**src/rtl/gmss_pkg.sv**
```systemverilog
// Shared types and codes for the guarded MAC with shift-round-saturate.
// No dependencies.
package gmss_pkg;

    localparam int unsigned WORD_W = 32;

    localparam logic [2:0] OP_CLEAR      = 3'd0;
    localparam logic [2:0] OP_LOAD       = 3'd1;
    localparam logic [2:0] OP_MAC        = 3'd2;
    localparam logic [2:0] OP_MSU        = 3'd3;
    localparam logic [2:0] OP_READ       = 3'd4;
    localparam logic [2:0] OP_CLR_STICKY = 3'd5;

    localparam logic [1:0] SH_NONE   = 2'd0;
    localparam logic [1:0] SH_LEFT1  = 2'd1;
    localparam logic [1:0] SH_RIGHT1 = 2'd2;
    localparam logic [1:0] SH_RIGHT2 = 2'd3;

    localparam logic [1:0] RND_TRUNC = 2'd0;
    localparam logic [1:0] RND_HALF  = 2'd1;
    localparam logic [1:0] RND_TZERO = 2'd2;

    localparam logic [WORD_W-1:0] SAT_MAX = 32'h7fff_ffff;
    localparam logic [WORD_W-1:0] SAT_MIN = 32'h8000_0000;

    typedef struct packed {
        logic [2:0] opcode;
        logic [1:0] shift_mode;
        logic [1:0] round_mode;
    } t_ctrl;

endpackage

```
**src/rtl/gmss_acc.sv**
```systemverilog
// Guarded accumulator register: clear, load, multiply-add and multiply-subtract.
// Depends on gmss_pkg.
module gmss_acc #(
    parameter int unsigned GUARD_BITS = 8
) (
    input  logic                            i_clk,
    input  logic                            i_rst_n,
    input  logic                            i_en,
    input  gmss_pkg::t_ctrl                 i_ctrl,
    input  logic signed [31:0]              i_operand_a,
    input  logic signed [63:0]              i_product,
    output logic signed [GUARD_BITS+63:0]   o_acc
);

    localparam int unsigned AccW = GUARD_BITS + 64;

    logic signed [AccW-1:0] r_acc;
    logic signed [AccW-1:0] n_acc;
    logic signed [AccW-1:0] addend;

    // 2*a*b, exact in AccW bits
    assign addend = AccW'(i_product) <<< 1;

    always_comb begin
        case (i_ctrl.opcode)
            gmss_pkg::OP_CLEAR: n_acc = '0;
            gmss_pkg::OP_LOAD:  n_acc = AccW'(i_operand_a) <<< gmss_pkg::WORD_W;
            gmss_pkg::OP_MAC:   n_acc = r_acc + addend;
            gmss_pkg::OP_MSU:   n_acc = r_acc - addend;
            default:            n_acc = r_acc;
        endcase
    end

    always_ff @(posedge i_clk) begin
        if (!i_rst_n) begin
            r_acc <= '0;
        end else if (i_en) begin
            r_acc <= n_acc;
        end
    end

    assign o_acc = r_acc;

endmodule

```
**src/rtl/gmss_srs.sv**
```systemverilog
// Shift, round and saturate view of the guarded accumulator (combinational).
// Depends on gmss_pkg.
module gmss_srs #(
    parameter int unsigned GUARD_BITS = 8
) (
    input  logic signed [GUARD_BITS+63:0]   i_acc,
    input  gmss_pkg::t_ctrl                 i_ctrl,
    output logic [31:0]                     o_result,
    output logic                            o_sat
);

    localparam int unsigned AccW = GUARD_BITS + 64;

    logic signed [AccW-1:0] shifted;
    logic signed [AccW-1:0] base;
    logic signed [AccW-1:0] inc;
    logic signed [AccW-1:0] rounded;
    logic                   orig_neg;
    logic                   pos_ovf;
    logic                   neg_ovf;

    assign orig_neg = i_acc[AccW-1];

    always_comb begin
        case (i_ctrl.shift_mode)
            gmss_pkg::SH_NONE:   shifted = i_acc;
            gmss_pkg::SH_LEFT1:  shifted = i_acc <<< 1;
            gmss_pkg::SH_RIGHT1: shifted = i_acc >>> 1;
            gmss_pkg::SH_RIGHT2: shifted = i_acc >>> 2;
            default:             shifted = i_acc;
        endcase
    end

    // Toward-zero: non-negative drops the low word, negative bumps the high word.
    always_comb begin
        base = shifted;
        inc  = '0;
        case (i_ctrl.round_mode)
            gmss_pkg::RND_HALF: begin
                inc = AccW'(1) <<< (gmss_pkg::WORD_W - 1);
            end
            gmss_pkg::RND_TZERO: begin
                if (orig_neg) begin
                    inc = AccW'(1) <<< gmss_pkg::WORD_W;
                end else begin
                    base = {shifted[AccW-1:gmss_pkg::WORD_W], {gmss_pkg::WORD_W{1'b0}}};
                end
            end
            default: begin
                inc = '0;
            end
        endcase
    end

    assign rounded = base + inc;

    // the guard bits must be a sign extension of bit 63
    assign pos_ovf = !rounded[AccW-1] && (|rounded[AccW-2:2*gmss_pkg::WORD_W-1]);
    assign neg_ovf =  rounded[AccW-1] && !(&rounded[AccW-2:2*gmss_pkg::WORD_W-1]);

    always_comb begin
        if (pos_ovf) begin
            o_result = gmss_pkg::SAT_MAX;
        end else if (neg_ovf) begin
            o_result = gmss_pkg::SAT_MIN;
        end else begin
            o_result = rounded[63:32];
        end
    end

    assign o_sat = pos_ovf | neg_ovf;

endmodule

```
**src/rtl/guarded_mac_shift_round_saturate.sv**
```systemverilog
// Guarded multiply-accumulate unit with shift-round-saturate read-out, top level.
// Depends on gmss_pkg, gmss_acc and gmss_srs.
//
// Takes one request per clock while o_in_stall is low and returns one result per
// request, in order, through the product, accumulator and result registers. The
// accumulator is GUARD_BITS+64 bits, two's complement: guard, high word, low
// word. Opcodes: clear, load (operand_a into the high word, sign-extended into
// the guard, low word zero), multiply-accumulate and multiply-subtract of
// 2*a*b (exact, wrapping at the guard top), read, and clear of the sticky
// saturation flag; codes 6 and 7 behave as read. Every request returns the
// updated accumulator shifted (none, left 1, arithmetic right 1 or 2), rounded
// (truncate, add 2^31, or toward-zero: a non-negative value drops its low word,
// a negative one gets 1 added to its high word) and clipped to 32 bits.
// saturated_now marks a clipped result; saturation_sticky is the flag after
// the request (clear-sticky shows clipping in saturated_now but leaves the flag
// clear). The accumulator itself is never shifted, rounded or clipped.
//
// Pipeline:
//   stage 1  request register
//   stage 2  32x32 signed multiply into a product register
//   stage 3  accumulator update (one wide add or subtract)
//   stage 4  shift/round/saturate of the accumulator into the result register
// The accumulator add/subtract in stage 3 and the sticky flag in stage 4 are the
// only loops, so throughput is one request per clock while the output is not
// stalled. Each stage moves on when the next one is empty or moving, so a
// waiting result does not block requests until every stage is full.
module guarded_mac_shift_round_saturate #(
    parameter int unsigned GUARD_BITS = 8
) (
    input  logic               i_clk,
    input  logic               i_rst_n,
    // request side
    input  logic               i_in_valid,
    output logic               o_in_stall,
    input  logic [2:0]         i_opcode,
    input  logic signed [31:0] i_operand_a,
    input  logic signed [31:0] i_operand_b,
    input  logic [1:0]         i_shift_mode,
    input  logic [1:0]         i_round_mode,
    // result side
    output logic               o_out_valid,
    input  logic               i_out_stall,
    output logic signed [31:0] o_result_word,
    output logic               o_saturated_now,
    output logic               o_saturation_sticky
);

    localparam int unsigned AccW = GUARD_BITS + 64;

    // stage valid bits and handshakes
    logic r_s1_valid, r_s2_valid, r_s3_valid, r_s4_valid;
    logic n_s1_valid, n_s2_valid, n_s3_valid, n_s4_valid;
    logic s1_ready, s2_ready, s3_ready, s4_ready;
    logic mv1, mv2, mv3, mv4;

    // stage payloads
    gmss_pkg::t_ctrl    r_s1_ctrl, r_s2_ctrl, r_s3_ctrl;
    logic signed [31:0] r_s1_operand_a, r_s1_operand_b, r_s2_operand_a;
    logic signed [63:0] r_s2_product;
    logic signed [63:0] n_s2_product;

    logic signed [AccW-1:0] acc;
    logic [31:0]            srs_result;
    logic                   srs_sat;

    logic        r_sticky;
    logic        n_sticky;
    logic [31:0] r_result_word;
    logic        r_saturated_now;

    // ready ripples back from the result register
    assign s4_ready = !r_s4_valid || !i_out_stall;
    assign s3_ready = !r_s3_valid || s4_ready;
    assign s2_ready = !r_s2_valid || s3_ready;
    assign s1_ready = !r_s1_valid || s2_ready;

    assign mv1 = i_in_valid && s1_ready;
    assign mv2 = r_s1_valid && s2_ready;
    assign mv3 = r_s2_valid && s3_ready;
    assign mv4 = r_s3_valid && s4_ready;

    assign n_s1_valid = mv1 || (r_s1_valid && !mv2);
    assign n_s2_valid = mv2 || (r_s2_valid && !mv3);
    assign n_s3_valid = mv3 || (r_s3_valid && !mv4);
    assign n_s4_valid = mv4 || (r_s4_valid && i_out_stall);

    always_ff @(posedge i_clk) begin
        if (!i_rst_n) begin
            r_s1_valid <= 1'b0;
            r_s2_valid <= 1'b0;
            r_s3_valid <= 1'b0;
            r_s4_valid <= 1'b0;
        end else begin
            r_s1_valid <= n_s1_valid;
            r_s2_valid <= n_s2_valid;
            r_s3_valid <= n_s3_valid;
            r_s4_valid <= n_s4_valid;
        end
    end

    // stage 1: request register
    always_ff @(posedge i_clk) begin
        if (mv1) begin
            r_s1_ctrl.opcode     <= i_opcode;
            r_s1_ctrl.shift_mode <= i_shift_mode;
            r_s1_ctrl.round_mode <= i_round_mode;
            r_s1_operand_a       <= i_operand_a;
            r_s1_operand_b       <= i_operand_b;
        end
    end

    // stage 2: full signed product, 64 bits is exact
    assign n_s2_product = r_s1_operand_a * r_s1_operand_b;

    always_ff @(posedge i_clk) begin
        if (mv2) begin
            r_s2_ctrl      <= r_s1_ctrl;
            r_s2_operand_a <= r_s1_operand_a;
            r_s2_product   <= n_s2_product;
        end
    end

    // stage 3: accumulator; the request sitting in stage 3 sees its own update
    gmss_acc #(
        .GUARD_BITS (GUARD_BITS)
    ) u_acc (
        .i_clk       (i_clk),
        .i_rst_n     (i_rst_n),
        .i_en        (mv3),
        .i_ctrl      (r_s2_ctrl),
        .i_operand_a (r_s2_operand_a),
        .i_product   (r_s2_product),
        .o_acc       (acc)
    );

    always_ff @(posedge i_clk) begin
        if (mv3) begin
            r_s3_ctrl <= r_s2_ctrl;
        end
    end

    // stage 4: read-out view and sticky flag
    gmss_srs #(
        .GUARD_BITS (GUARD_BITS)
    ) u_srs (
        .i_acc    (acc),
        .i_ctrl   (r_s3_ctrl),
        .o_result (srs_result),
        .o_sat    (srs_sat)
    );

    // clear-sticky wins over clipping in the same request
    assign n_sticky = (r_s3_ctrl.opcode == gmss_pkg::OP_CLR_STICKY) ? 1'b0
                                                                     : (r_sticky | srs_sat);

    always_ff @(posedge i_clk) begin
        if (!i_rst_n) begin
            r_sticky <= 1'b0;
        end else if (mv4) begin
            r_sticky <= n_sticky;
        end
    end

    always_ff @(posedge i_clk) begin
        if (mv4) begin
            r_result_word   <= srs_result;
            r_saturated_now <= srs_sat;
        end
    end

    assign o_in_stall          = !s1_ready;
    assign o_out_valid         = r_s4_valid;
    assign o_result_word       = r_result_word;
    assign o_saturated_now     = r_saturated_now;
    assign o_saturation_sticky = r_sticky;

endmodule

```
**config.mk**
```make
export PLATFORM = sky130hd
export DESIGN_NAME = guarded_mac_shift_round_saturate
export DESIGN_NICKNAME = d
export VERILOG_FILES = /design/src/rtl/gmss_pkg.sv /design/src/rtl/gmss_acc.sv /design/src/rtl/gmss_srs.sv /design/src/rtl/guarded_mac_shift_round_saturate.sv
export SDC_FILE = /design/constraint.sdc
export NUM_CORES = 2
export LEC_CHECK = 0
export ABC_AREA = 1
export ABC_CLOCK_PERIOD_IN_PS = 13300
export BUFFER_PORTS_ARGS = -buffer_cell sky130_fd_sc_hd__buf_2
export CORE_MARGIN = 8
export CORE_UTILIZATION = 42
export DETAILED_ROUTE_END_ITERATION = 12
export SYNTH_ARGS = -nofsm -noshare
export SYNTH_HDL_FRONTEND = slang
export SYNTH_SLANG_ARGS = --single-unit
export TNS_END_PERCENT = 50
```
**constraint.sdc**
```tcl
create_clock -name i_clk -period 13.3 [get_ports i_clk]
set_input_delay 0.665 -clock i_clk [delete_from_list [all_inputs] [get_ports i_clk]]
set_output_delay 0.665 -clock i_clk [all_outputs]
set_load 0.02 [all_outputs]
```
Word level (Yosys, flattened, before mapping)
Index checks and enable logic that the tools add are counted.
{ "classes": {"n_addsub": 3, "multipliers": 1, "n_div": 0, "magnitude_cmp": 0, "eq_ne": 9, "n_shift": 0, "n_mux": 8, "bitwise_logic": 2, "reduce_logical": 35} }
{ "op_table": {"columns": ["cell", "n"], "rows": [
  ["$pmux W72 S4", 2],
  ["$pmux W72 S2", 1],
  ["$mux W32", 3],
  ["$add A72 B65 Y72", 1],
  ["$add A72 B72 Y72", 1],
  ["$sub A72 B65 Y72", 1],
  ["$mul A32 B32 Y64", 1],
  ["$mux W33", 1],
  ["$logic_not A1 Y1", 11],
  ["$logic_and A1 B1 Y1", 10],
  ["$logic_or A1 B1 Y1", 8],
  ["$reduce_and A8 Y1", 1],
  ["$reduce_or A8 Y1", 1],
  ["$eq A2 B2 Y1 const B", 3],
  ["$eq A3 B2 Y1 const B", 2],
  ["$eq A2 B1 Y1 const B", 2],
  ["$reduce_bool A4 Y1", 1],
  ["$eq A3 B1 Y1 const B", 1],
  ["$eq A3 B3 Y1 const B", 1],
  ["$logic_not A3 Y1", 1],
  ["$logic_not A2 Y1", 1],
  ["$or A1 B1 Y1", 2],
  ["$reduce_and A2 Y1", 1],
  ["$mux W1", 1]
]} }
{ "word_totals": {"register_bits": 291, "latch_bits": 0, "ram_bits": 0, "romBits": 0, "inputBits": 75, "out_inout_bits": 36, "elab_cells": 79, "mem_count": 0} }

Longest topological paths before layout
{ "depth": {"depth_word": 11, "depth_mapped": 33, "ltp_nobuf": 32} }

Modules after synthesis
A second synthesis with hierarchy kept.
{ "hier_totals": {"cells_unflattened": 7873, "hier_area_um2": 58987.8} }
{ "modules_own_cells": {"columns": ["mod", "instances", "cells_per_inst", "area_per_inst_um2", "seq_area_each_um2"], "rows": [
  ["guarded_mac_shift_round_saturate", 1, 5255, 45403.5, 6526.3],
  ["gmss_acc", 1, 2031, 10687.8, 1421.4],
  ["gmss_srs", 1, 587, 2896.5, 0.0]
]} }

Worst setup path before layout
No wires, ideal clock.
{ "synth_path": {"path_kind": "register to register", "startpoint": "reg r_s1_operand_a[31]", "endpoint": "reg r_s2_product[61] (data pin)", "setup_ns": 0.260, "arrival_time_ns": 7.214, "t_required_ns": 13.040, "path_slack_ns": 5.827, "stages_incl_launch_ff": 26, "n_path_buf": 1, "synth_period_minus_slack_ns": 7.473, "cell_sequence": "edfxtp_1 clkbuf_1 nand2_1 inv_1 fa_1 fa_1 fa_1 fa_1 inv_1 fa_1 inv_1 fa_1 inv_1 fa_1 inv_1 fa_1 ha_1 a21oi_1 inv_1 a21oi_1 inv_1 a21oi_1 inv_1 a2111oi_0 nand2_1 xor2_1"} }
{ "synth_via": {"elab_chain_len": 1} }
{ "synth_rtl": {"columns": ["element", "line_no", "text"], "rows": [
  ["start, declared", "guarded_mac_shift_round_saturate.sv:58", "logic signed [31:0] r_s1_operand_a, r_s1_operand_b, r_s2_operand_a;"],
  ["start signal, assigned", "guarded_mac_shift_round_saturate.sv:107", "r_s1_operand_a <= i_operand_a;"],
  ["$mul A32 B32 Y64", "guarded_mac_shift_round_saturate.sv:113", "assign n_s2_product = r_s1_operand_a * r_s1_operand_b;"],
  ["via n_s2_product[61]", "guarded_mac_shift_round_saturate.sv:60", "logic signed [63:0] n_s2_product;"],
  ["end signal, assigned", "guarded_mac_shift_round_saturate.sv:119", "r_s2_product <= n_s2_product;"],
  ["end, declared", "guarded_mac_shift_round_saturate.sv:59", "logic signed [63:0] r_s2_product;"]
]} }
The timed path passes the listed nets, and every way through them passes these cells.
A chain may end at the register's enable or synchronous reset.

Worst setup path after layout
{ "layout_path": {"startpoint": "reg r_s1_operand_b[4]", "endpoint": "reg r_s2_product[61] (data pin)"} }
{ "layout_via": {"elab_chain_len": 1} }
{ "layout_rtl": {"columns": ["element", "line_no", "text"], "rows": [
  ["start, declared", "guarded_mac_shift_round_saturate.sv:58", null],
  ["start signal, assigned", "guarded_mac_shift_round_saturate.sv:108", "r_s1_operand_b <= i_operand_b;"],
  ["$mul A32 B32 Y64", "guarded_mac_shift_round_saturate.sv:113", null],
  ["via n_s2_product[61]", "guarded_mac_shift_round_saturate.sv:60", null]
]} }
The timed path passes the listed nets, and every way through them passes these cells.

==> results.md <==
- The number of enable-type register cells in the synthesized netlist is 214.
- The instance count on the critical path is 25.
- The share of the clock period used by the worst path is about 64%.
- Cells fill roughly 45% of the core in the end.
- The port buffer count is between 100 and 150.
- Routability-driven placement finished with a final weighted congestion of between 0.9 and 1.
- The total inserted antenna cells is 0.
- The count of mapped cells out of synthesis is between 7,000 and 8,000.
- When the netlist entered floorplanning its net count stood at ~8,400.
- Once detail routing completed, the nets flagged for antenna violations numbered 0.
- The fmax is 0.118 GHz.
- The number of nets in the finished design is around 8,400.
- The clock latency at the later pin of the worst-skew pair is just over 600 ps.
- Counting every sink on the clock net gives 290.
- The relative slew slack is 16.9%.
- The number of placed instances, taps included, is approximately 8,700.
- The run finished with clean final reports.
- Of the cells placed in the final design, the portion with a size suffix greater than 1 is about 5.1%.
- After detailed routing, the average wire length per cell comes to 20.2 um.
- Counting the fill cells in the layout gives roughly 13,000.
- For the worst setup path, the data required time is around 14,000 ps.
- The first global-routing pass estimated about 280,000 um of wire.
- The number of pins exceeding their max-slew limit in the final report is 0.
- The number of DRC markers in iteration 0 is approximately 3,600.
- The share of the synthesized netlist area taken by xor and xnor gates is between 2 and 3%.
- The per-cell via count in the routed design is between 5 and 6.
- Entering global routing, the biggest net connects 78 pins.
- During synthesis, Yosys emitted a total of 0 warnings.
- TritonCTS created between 40 and 50 clock buffers.
- For this block, the routed nets add up to 178,000 um of wire.
- Setup violations remaining at the end of the flow were counted as 0.
- The floorplan step defined a core boundary enclosing roughly 0.13 mm2.
- Detailed routing inserted a total of approximately 46,000 vias.
- The synthesized netlist contains 56 unique library cells.
- The CTS tree is done.
- The nature of the critical path startpoint is a register.
- The root buffer selected by CTS is clkbuf_16.
- The worst setup path is of the reg2reg kind.
- The max-cap check violation count is 0.
- The number of global-route vias before repair came to roughly 48,000.
- Of the post-synthesis cell area, the part taken by muxes is 0%.
- The H-tree was split into 2 levels.
- The most common cell after layout, fill and taps aside is inv_1.
- The critical path buffer and inverter count is 9.
- The startpoint of the worst register-to-register path is r_s1_operand_b[4].
- The overall overflow remaining after global route is 0.
- The mapped cell area is 0.0562 mm2.
- The final standard cell count with taps included and fillers excluded is 8,811.
- Gates resized during post-CTS repair numbered 0.
- The sequential area share after synthesis is between 10% and 20%.
- By area, the combinational part of the netlist is dominated by adder cells.
- On the critical path the largest part of the delay comes from adder cells.
- The prevailing post-synth register cell is edfxtp_1.
- For the final routed database, the setup TNS stands at 0 ps.
- The worst-case clock skew is between 20 and 25 ps.
- The critical-path maximum fanout is 32.
- The placement row count is ~130.
- The slowest cell on the critical path is edfxtp_1.
- In the routed design, unresolved DRC markers number 0.
- For this run, the slowest stage of the critical path takes between 1000 and 1500 ps.
- Summing the areas of all fa, ha and maj instances in the mapped netlist gives roughly 44% of the synthesized area.
- The post-synthesis compound-gate area fraction is 7.23%.
- The number of hold-slack violations in the final timing report is 0.
- In the layout the commonest cells are inv_1 (1,862), nand2_1 (1,595), fa_1 (1,084), nor2_1 (415), a21oi_1 (325).
- The hold-critical path depth is 1.
- The longest clock path from root to sink contains 3 buffers.
- The critical path starts at r_s1_operand_b[4].
- The transition time of the tightest slew-check pin is 1250 ps.
- The total die area is around 0.15 mm2.
- After clock tree synthesis, the clock-pin slew on the worst setup and hold paths is 70 ps.
- The number of hold-repair buffers added at the cts stage is 0.
- The endpoint arrival time on the critical path is about 9000 ps.
- The die outline height is around 380 um.
- In this run the count of I/O pins placed on the die edge is 111.
- The initial utilization of the core area, before any placement, comes to 42.2%.
- The number of antenna violations at the first check in global routing is 4.
- The async set-reset flop share out of synthesis is 0%.
- After Yosys synthesis, and, or, nand and nor cells account for between 10% and 20% of the synthesized area.
- Averaged over all synthesized cells, the footprint is 7.99 um2.
- Setup repair after global routing left no endpoint under its margin.
- Across every metal layer, demand over resource in global routing totals 24.5%.
- The worst register-to-register path has a depth of 25.
- For this run, the detailed router's first-pass iteration total came to 5.
- The kind of end point of the critical path is a register.
- The total setup buffers inserted after CTS is 0.
- The worst flop-to-flop path endpoint is r_s2_product[61].
- Following the worst setup path forward leads to its endpoint at r_s2_product[61].
- The worst min-delay path class is in2reg.
- The routed design could run at a clock period as short as around 8500 ps.
- The synthesized design contains 290 register bits.
- The die span in x is about 380 um.
- Relative to the synthesized area, the layout overhead comes to 6.70%.
- The wire-length estimate of the detail-placed layout is 142,000 um.
- The setup slack on the worst flop-to-flop path is between 4000 and 5000 ps.
worst register-to-register path: cells and delay by family, from the launching register on:
family	cells	cell delay, ps
AO/OA/AOI/OAI	4	860
AND/OR/NAND/NOR	2	260
XOR/XNOR	1	150
adder cells (fa/ha/maj)	9	4750
flip-flops	1	1150
buffers and inverters	9	1070
routing by layer:
metal / GRT usage (%) / part of all wire, % / wire length [um] / vias up
met3: 3.33 / 7.3 / 12900 / 302
met5: 0 / 0 / 0 / -
met1: 34.6 / 44 / 78600 / 22900
met4: 6.63 / 3.0 / 5330 / 0
met2: 39.6 / 46 / 81100 / 1711
li1: - / - / - / 20700
through the flow:
stage	instance area [um2]	setup WS, ps	hold WS, ps
CTS	59900	4780	170
global route	59900	4310	198
global placement	58500	4850	403
floorplan	56200	5830	400
finish	59900	4800	217
detailed placement	58500	4800	405
layout make-up:
type                       instances  area (um2)  share of cell area, %
timing repair buffer             192        1170                   1.95
sequential                       290        7950                   13.3
clock inverter                    26         330                  0.551
clock buffer                      50        1120                   1.87
tap                             1768        2210                   3.69
inverter                        1874        7040                   11.7
multi-input combinational       4611       40100                   66.9
state kept, by name (all words and copies together) (netlist names):
name	count
o_saturated_now	1
o_out_valid	1
u_acc.o_acc	71
r_s1_operand_b	32
r_s1_operand_a	32
r_s3_ctrl	7
o_saturation_sticky	1
r_s1_valid	1
r_s2_ctrl	7
r_s3_valid	1
r_s2_product	64
o_result_word	32
r_s1_ctrl	7
r_s2_valid	1
r_s2_operand_a	32
worst min path at each step:
stage                         end       startpoint  slack, ps
2_1_floorplan        r_s2_ctrl[0]     r_s1_ctrl[0]        400
3_3_place_gp         r_s3_ctrl[1]     r_s2_ctrl[1]        400
3_5_place_dp         r_s3_ctrl[3]     r_s2_ctrl[3]        400
4_1_cts         r_s1_operand_b[6]   i_operand_b[6]        170
5_1_grt         r_s1_operand_b[6]   i_operand_b[6]        200
6_report       r_s1_operand_b[18]  i_operand_b[18]        220
cell usage after synthesis (all sizes together), types with 29 or more instances:
cell	number	area (um2)
inv	1872	7030
nand2	1601	6030
fa	1084	21700
nor2	429	1650
a21oi	329	1680
ha	256	3200
o21ai	229	1220
clkbuf	221	830
edfxtp	214	6430
nand3	204	1030
xor2	107	937
dfxtp	76	1520
nand4	60	394
xnor2	55	482
nor3	38	200
or2	32	200
buf	30	258
a21o	29	218
kinds of logic after synthesis:
group | after synthesis
and+or+nand+nor | 2394
xor gates and xnor gates | 162
adders and majority gates | 1340
AOI/OAI and AO/OA | 715
buffers and inverters | 2125
DFF | 290
Power is left out: the tool's default activity adds up to more than one toggle a clock period on the data nets, which glitch-free logic cannot reach.
